<file path="src/rtl/ntqs_div.sv">
`timescale 1ns / 1ps
// ----------------------------------------------------------------------------
// ntqs_div
// Pipelined restoring divider, one quotient bit per stage, L lanes sharing
// one divisor, with a side payload that travels alongside.
// ----------------------------------------------------------------------------
module ntqs_div #(
    parameter int unsigned W  = 31,
    parameter int unsigned DW = 16,
    parameter int unsigned L  = 2,
    parameter int unsigned PW = 8
) (
    input  logic                      i_clk,
    input  logic                      i_rst_n,
    input  logic                      i_en,
    input  logic                      i_valid,
    input  logic [L-1:0][W-1:0]       i_dividend,
    input  logic [DW-1:0]             i_divisor,
    input  logic [PW-1:0]             i_payload,
    output logic                      o_valid,
    output logic [L-1:0][W-1:0]       o_quot,
    output logic [L-1:0][DW-1:0]      o_rem,
    output logic [PW-1:0]             o_payload
);
    // shift word: dividend bits leave at the top, quotient bits enter below
    logic                  r_v   [W];
    logic [L-1:0][W-1:0]   r_sh  [W];
    logic [L-1:0][DW-1:0]  r_rem [W];
    logic [DW-1:0]         r_dv  [W];
    logic [PW-1:0]         r_pl  [W];

    for (genvar s = 0; s < W; s++) begin : g_stage
        logic                 c_v;
        logic [L-1:0][W-1:0]  c_sh;
        logic [L-1:0][DW-1:0] c_rem;
        logic [DW-1:0]        c_dv;
        logic [PW-1:0]        c_pl;
        logic [L-1:0][W-1:0]  n_sh;
        logic [L-1:0][DW-1:0] n_rem;

        if (s == 0) begin : g_first
            assign c_v   = i_valid;
            assign c_sh  = i_dividend;
            assign c_rem = '0;
            assign c_dv  = i_divisor;
            assign c_pl  = i_payload;
        end else begin : g_next
            assign c_v   = r_v[s-1];
            assign c_sh  = r_sh[s-1];
            assign c_rem = r_rem[s-1];
            assign c_dv  = r_dv[s-1];
            assign c_pl  = r_pl[s-1];
        end

        for (genvar l = 0; l < L; l++) begin : g_lane
            logic [DW:0] trial;
            logic [DW:0] diff;
            logic        ge;
            always_comb begin
                trial       = {c_rem[l], c_sh[l][W-1]};
                diff        = trial - {1'b0, c_dv};
                ge          = trial >= {1'b0, c_dv};
                n_rem[l]    = ge ? diff[DW-1:0] : trial[DW-1:0];
                n_sh[l]     = {c_sh[l][W-2:0], ge};
            end
        end

        always_ff @(posedge i_clk) begin
            if (!i_rst_n) begin
                r_v[s] <= 1'b0;
            end else if (i_en) begin
                r_v[s] <= c_v;
            end
        end

        always_ff @(posedge i_clk) begin
            if (i_en) begin
                r_sh[s]  <= n_sh;
                r_rem[s] <= n_rem;
                r_dv[s]  <= c_dv;
                r_pl[s]  <= c_pl;
            end
        end
    end

    assign o_valid   = r_v[W-1];
    assign o_quot    = r_sh[W-1];
    assign o_rem     = r_rem[W-1];
    assign o_payload = r_pl[W-1];
endmodule

</file>
<file path="config.mk">
export PLATFORM = sky130hd
export DESIGN_NAME = ntqs_div
export DESIGN_NICKNAME = d
export VERILOG_FILES = /design/src/rtl/ntqs_div.sv
export SDC_FILE = /design/constraint.sdc
export NUM_CORES = 2
export LEC_CHECK = 0
export BUFFER_PORTS_ARGS = -buffer_cell sky130_fd_sc_hd__buf_2
export CAP_MARGIN = 10
export CORE_ASPECT_RATIO = 1.25
export CORE_UTILIZATION = 45
export DETAILED_ROUTE_END_ITERATION = 8
export GPL_TIMING_DRIVEN = 0
export HOLD_SLACK_MARGIN = 0.06
export PLACE_DENSITY = 0.71
export RECOVER_POWER = 50
export REMOVE_ABC_BUFFERS = 1
export SLEW_MARGIN = 10
export SYNTH_ARGS = -nofsm -noshare
export SYNTH_HDL_FRONTEND = slang
export SYNTH_SLANG_ARGS = --single-unit
</file>
<file path="constraint.sdc">
create_clock -name i_clk -period 3.83 [get_ports i_clk]
set_clock_uncertainty 0.05 [all_clocks]
set_input_delay 0.766 -clock i_clk [delete_from_list [all_inputs] [get_ports i_clk]]
set_output_delay 0.766 -clock i_clk [all_outputs]
set_load 0.05 [all_outputs]
</file>
---- After elaboration in Yosys (flattened, before gate mapping) ----
Memory sizes are Yosys's and may differ from the RTL's.
Index checks and enable logic that the tools add are counted.
word-level totals
  register bits ........................... 0
  RAM bits ................................ 3689
  bits of input ports ..................... 90
  output and inout port bits .............. 103
  logic and storage cells ................. 258
  memories ................................ 5
operators by class
  add/sub/neg operators ................... 62
  order comparisons ....................... 62
  multiplexer cells ....................... 98
  bitwise operators ....................... 31
memory list
  memory  words  width  read ports  clocked after Yosys merged registers in  wr ports  line  RTL
  r_sh    31     62     31          0                                        31        27    logic [L-1:0][W-1:0] r_sh [W];
  r_rem   31     32     31          0                                        31        28    logic [L-1:0][DW-1:0] r_rem [W];
  r_dv    31     16     30          0                                        31        29    logic [DW-1:0] r_dv [W];
  r_pl    31     8      31          0                                        31        30    logic [PW-1:0] r_pl [W];
  r_v     31     1      31          0                                        31        26    logic r_v [W];
operators by type and width
  kind              count
  $ge A17 B16 Y1    60
  $mux W16          62
  $sub A16 B16 Y16  60
  $mux W1           36
  $ge A1 B16 Y1     2
  $sub A1 B16 Y16   2
  $or A1 B1 Y1      31

---- Depth between registers and ports, before layout ----
  word-level depth ........................ 4
  depth in mapped cells ................... 12
  depth with buffers taken out ............ 11

---- Worst setup path after synthesis ----
Ideal clock, no wire load.
  path type ............................... register to register
  from .................................... memory r_dv[12][1] (netlist: r_dv[0][193])
  to ...................................... memory r_rem[13][24] in the netlist's numbering (data pin)
  library setup time ...................... 0.260 ns
  arrival time ............................ 2.944 ns
  setup slack ............................. 0.576 ns
  stages on the path, launching flop included .. 12
  path buffers ............................ 1
  period minus slack after synthesis ...... 3.254 ns
  cell sequence ........................... edfxtp_1 > inv_1 > ha_1 > nor2b_4 > o31a_1 > o31a_1 > o221ai_2 > o21bai_2 > a211o_1 > a311oi_4 > buf_8 > mux2_4
RTL lines
  what         line
  from (decl)  29
  to (decl)    28

==> impl.org <==
** Setup path
- The worst setup path is of the reg -> reg kind.
- The worst setup path is captured at a register.
- Startpoint class of the critical path :: register
- Data arrives at the worst endpoint at about 4.3 ns.
- Max stage delay cell, worst path :: sky130_fd_sc_hd__edfxtp_1
- In this design, the critical path's most frequently occurring cell is sky130_fd_sc_hd__o21bai_1.
- CP peak stage delay :: roughly 0.5 ns
- Measured in cells, the most critical reg-to-reg path has a length of 11.
- Crit-path cells :: inv_1 > ha_1 > nor2b_1 > o21bai_1 > a31oi_1 > o41a_1 > a211oi_1 > o21bai_1 > a21oi_2 > inv_2 > mux2_2
- Worst path required time :: 4.47 ns
- In this run the worst path has a maximum fanout of 14.

** Clock tree
- The clock reaches the later pin of the worst-skew pair after between 0.9 and 1 ns.
- The root buffer cell chosen for the clock tree is sky130_fd_sc_hd__clkbuf_16.
- Buffer levels on the longest clock path :: 4
- # clock sinks :: approximately 3.7k
- Number of CTS-inserted buffers :: ~370
- Number of H-tree levels :: 5
- TritonCTS built the clock tree.
- Clock Pin Slew Worst Setup and Hold Paths :: approximately 0.06 ns

** Yosys
- Area leader, netlist :: sky130_fd_sc_hd__edfxtp_1
- Synthesis produced a netlist whose cell count is 11.4k.
- After synthesis, the cell types taking the most area are sky130_fd_sc_hd__edfxtp_1, sky130_fd_sc_hd__ha_1, sky130_fd_sc_hd__mux2_2.
- Synth Area in Compound Gates :: 8.20%
- By area, the combinational part of the netlist is dominated by compound AO/OA/AOI/OAI gates.
- During synthesis, Yosys emitted a total of 0 warnings.
- Xor/xnor share of the synthesized area :: 3.42%
- Averaged over all synthesized cells, the footprint is ~15 µm².
- After synthesis, the largest area contributor takes up ~66% of total cell area.
- Multiplexer fraction of the synthesized cell area :: 6.09%
- The most common cell in the synthesized netlist is sky130_fd_sc_hd__edfxtp_1.
- The synthesized design contains approximately 3.7k enable-type register cells.
- Async S/R FF share, synth :: 0%
- After Yosys synthesis, full adders, half adders and majority gates account for ~8% of the synthesized area.
- Unique masters post-synth :: between 100 and 150
- Count of state elements after synthesis :: between 3k and 4k
- Most numerous cell types in the synthesized netlist :: sky130_fd_sc_hd__edfxtp_1, sky130_fd_sc_hd__ha_1, sky130_fd_sc_hd__inv_1, sky130_fd_sc_hd__mux2_2, sky130_fd_sc_hd__nor2_1
- Post-Synthesis Cell Area :: about 0.17 mm²
- The most used flip-flop cell after synthesis is sky130_fd_sc_hd__edfxtp_1.
- Of the total synthesized cell area, the portion taken by AND, OR, NAND and NOR gates is under 10%.
- After synthesis, flip-flops and latches occupy between 60% and 70% of the total area.

** Global route
- Remaining Overflow, GRT :: 0
- Total GRT Usage :: around 17%
- Vias in the first global route :: slightly above 90k
- The initial antenna violation count is 3.
- The first global-routing pass estimated approximately 500000 µm of wire.
- Pin count of the biggest net entering global routing :: around 170

** Floorplanning
- The die is between 600 and 700 µm tall.
- The die covers 0.375 mm².
- The die is approximately 550 µm wide.
- Area of the core :: around 0.37 mm²
- I/O pin total :: ~190
- Starting density of the core :: between 40% and 50%
- Site row count :: 250

** Timing
- After layout, the worst path uses a little over nine tenths of the clock period.
- For the pin with the worst max-slew slack, the measured transition is between 2 and 2.5 ns.
- Worst relative slew slack :: -48.0%
- Minimum clock period after layout :: between 3 and 4 ns
- The number of pins exceeding their max-slew limit in the final report was roughly 630.
- In the post-route analysis, the smallest setup slack over all paths is ~0.14 ns.
- The count of final hold-check violations was 0.
- Achievable clock frequency :: around 270 MHz
- Setup violations remaining at the end of the flow were counted as 0.

** Layout
- Layout Nets :: around 13k
- Fraction of final layout cells sized beyond drive strength 1 :: between 10 and 15%
- The count of cells in the finished layout, fillers not included, comes to around 17k.
- Fill count :: ~31k
- Synth-to-Final Area Change :: 12.9%

** Placed design
- Placement Setup Slack :: -1.89 ns
- Once placement completed, the tool counted placed cells totaling approximately 16k.
- Final HPWL DP :: between 200000 and 250000 µm
- Port Buffers :: between 150 and 200
- Routability-driven placement congestion ratio :: 0.881

** Route
- In this run, the number of DRC markers left after iteration 0 of detailed routing was ~6k.
- Vias after detailed routing :: approximately 91k
- The count of nets left with antenna violations once routing finished came out at 0.
- First-pass iteration count of the detailed router :: 8
- For this run, design rule violations remaining after detail routing come to 0.
- Avg WL per Cell :: 19.0 µm
- Routed wire length :: between 300000 and 400000 µm
- Using the TritonRoute via totals, the vias-per-cell ratio works out to between 5 and 6.

** Run status
- The run finished, with violations left.
- The final reports fail on max-capacitance violations, max-slew violations.

** Power and ir drop
- Lkg Pwr :: about 71 nW
- For this design the ratio of total power to cell area is 815 mW/mm².
- VDD sags by at most ~420 µV.

** Min path
- Worst hold-check path type :: in -> reg
- Worst hold path depth :: 2

** Job
- Max-cap violations in this run came to 5.
## layout make-up
cell class	count	area (µm²)	area share, %
diodes	2	5.00	0.00264
clock buffers	436	9550	5.05
clock inverters	229	2710	1.43
inverters	764	2880	1.52
multi-input cells	6828	54300	28.7
flip-flops and latches	3673	110000	58.3
well taps	4914	6150	3.25
repair buffers	371	3450	1.82
## state kept, by name (all words and copies together) (netlist names)
register and flops:
r_pl 248, r_sh 1922, r_rem 992, r_v 31
r_dv 480
## worst max-delay path, delay by kind of cell, from the launching register on
family / cells / cell delay [ns]
AO/OA/AOI/OAI: 6 / 1.61
AND/OR/NAND/NOR: 1 / 0.16
flip-flops: 1 / 0.51
adder cells (fa/ha/maj): 1 / 0.35
buffers and inverters: 2 / 0.37
multiplexers: 1 / 0.37
## cells by family (layout without fill, tap and decap cells)
kind of cell,after synthesis,in the layout
other,0,2
AOI/OAI and AO/OA,2059,2059
buffers and inverters,878,1800
muxes,917,917
adders and majority gates,1024,1024
and+or+nand+nor,2173,2173
xor gates and xnor gates,655,655
DFF,3673,3673
## where the power goes
part           internal (mW)  leakage, nW  switching [mW]  total [mW]
Sequential              55.5         35.9            4.33        59.8
Clock                   21.0         5.91            15.4        36.4
Combinational           27.2         29.3            30.8        58.0
Total                    104         71.1            50.6         154
## worst paths after layout
| check | from | to | slack (ns) |
|---|---|---|---|
| min | i_rst_n | r_v[16] | 0.25 |
| max reg2reg | r_dv[1][161] | r_rem[27][30] | 0.14 |
| min reg2reg | r_pl[1][94] | r_pl[1][102] | 0.33 |
| max | r_dv[1][161] | r_rem[27][30] | 0.14 |
## cells in the final DEF, fill, tap and decap left out, types with 28 or more instances in the layout
cell and count:
sky130_fd_sc_hd__inv_1 760, sky130_fd_sc_hd__mux2i_1 134, sky130_fd_sc_hd__o31ai_1 55, sky130_fd_sc_hd__clkinv_2 50
sky130_fd_sc_hd__nand2b_1 134, sky130_fd_sc_hd__and2_1 35, sky130_fd_sc_hd__ha_1 964, sky130_fd_sc_hd__xnor2_1 463
sky130_fd_sc_hd__o41ai_1 28, sky130_fd_sc_hd__o31a_1 63, sky130_fd_sc_hd__nor2_1 621, sky130_fd_sc_hd__xor2_1 192
sky130_fd_sc_hd__or2_2 68, sky130_fd_sc_hd__dlygate4sd3_1 86, sky130_fd_sc_hd__a21boi_0 56, sky130_fd_sc_hd__mux2_2 762
sky130_fd_sc_hd__nor4_1 36, sky130_fd_sc_hd__a31oi_1 65, sky130_fd_sc_hd__nand4_1 131, sky130_fd_sc_hd__clkinv_1 76
sky130_fd_sc_hd__a21oi_1 509, sky130_fd_sc_hd__a21o_1 209, sky130_fd_sc_hd__fa_1 60, sky130_fd_sc_hd__o21bai_1 35
sky130_fd_sc_hd__or3_1 73, sky130_fd_sc_hd__edfxtp_1 3672, sky130_fd_sc_hd__clkbuf_16 376, sky130_fd_sc_hd__clkbuf_1 90
sky130_fd_sc_hd__buf_2 164, sky130_fd_sc_hd__nor2b_1 167, sky130_fd_sc_hd__o21ai_0 404, sky130_fd_sc_hd__and3_1 83
sky130_fd_sc_hd__nand2_1 403, sky130_fd_sc_hd__nand3_1 157, sky130_fd_sc_hd__nor3_1 149, sky130_fd_sc_hd__a211oi_1 90
sky130_fd_sc_hd__o21a_1 167, sky130_fd_sc_hd__bufinv_16 45, sky130_fd_sc_hd__o211ai_1 52
## repair_timing
item	in CTS	in global routing
hold buffers	86	0
gates resized for setup	22	22
hold endpoints to repair	86	0
pin swaps	11	8
gates cloned	7	5
buffers inserted	16	12
setup endpoints to repair	1091	819
## through the flow
step | power [mW] | TNS, ns | util [%] | instance area, µm² | hold slack, ns
after global placement | 113 | - | 47.0 | 174000 | 0.350
after CTS | 155 | 0 | 51.0 | 189000 | 0.0812
final | 154 | 0 | 51.1 | 189000 | 0.252
after floorplan | 101 | -1.33 | - | 167000 | 0.350
after detailed placement | 117 | -1655.50 | 47.3 | 175000 | 0.355
after global routing | 163 | -0.0549 | 51.1 | 189000 | 0.241
## per-layer routing
| metal | share of wire, % | vias to the layer above | global-route usage (%) |
|---|---|---|---|
| met5 | 0.0061 | - | 0 |
| met4 | 4.2 | 2 | 7.15 |
| met3 | 3.8 | 634 | 2.27 |
| met2 | 51 | 1693 | 30.7 |
| met1 | 41 | 44200 | 19.9 |
| li1 | - | 44700 | - |
Power figures use the tool's default switching activity.
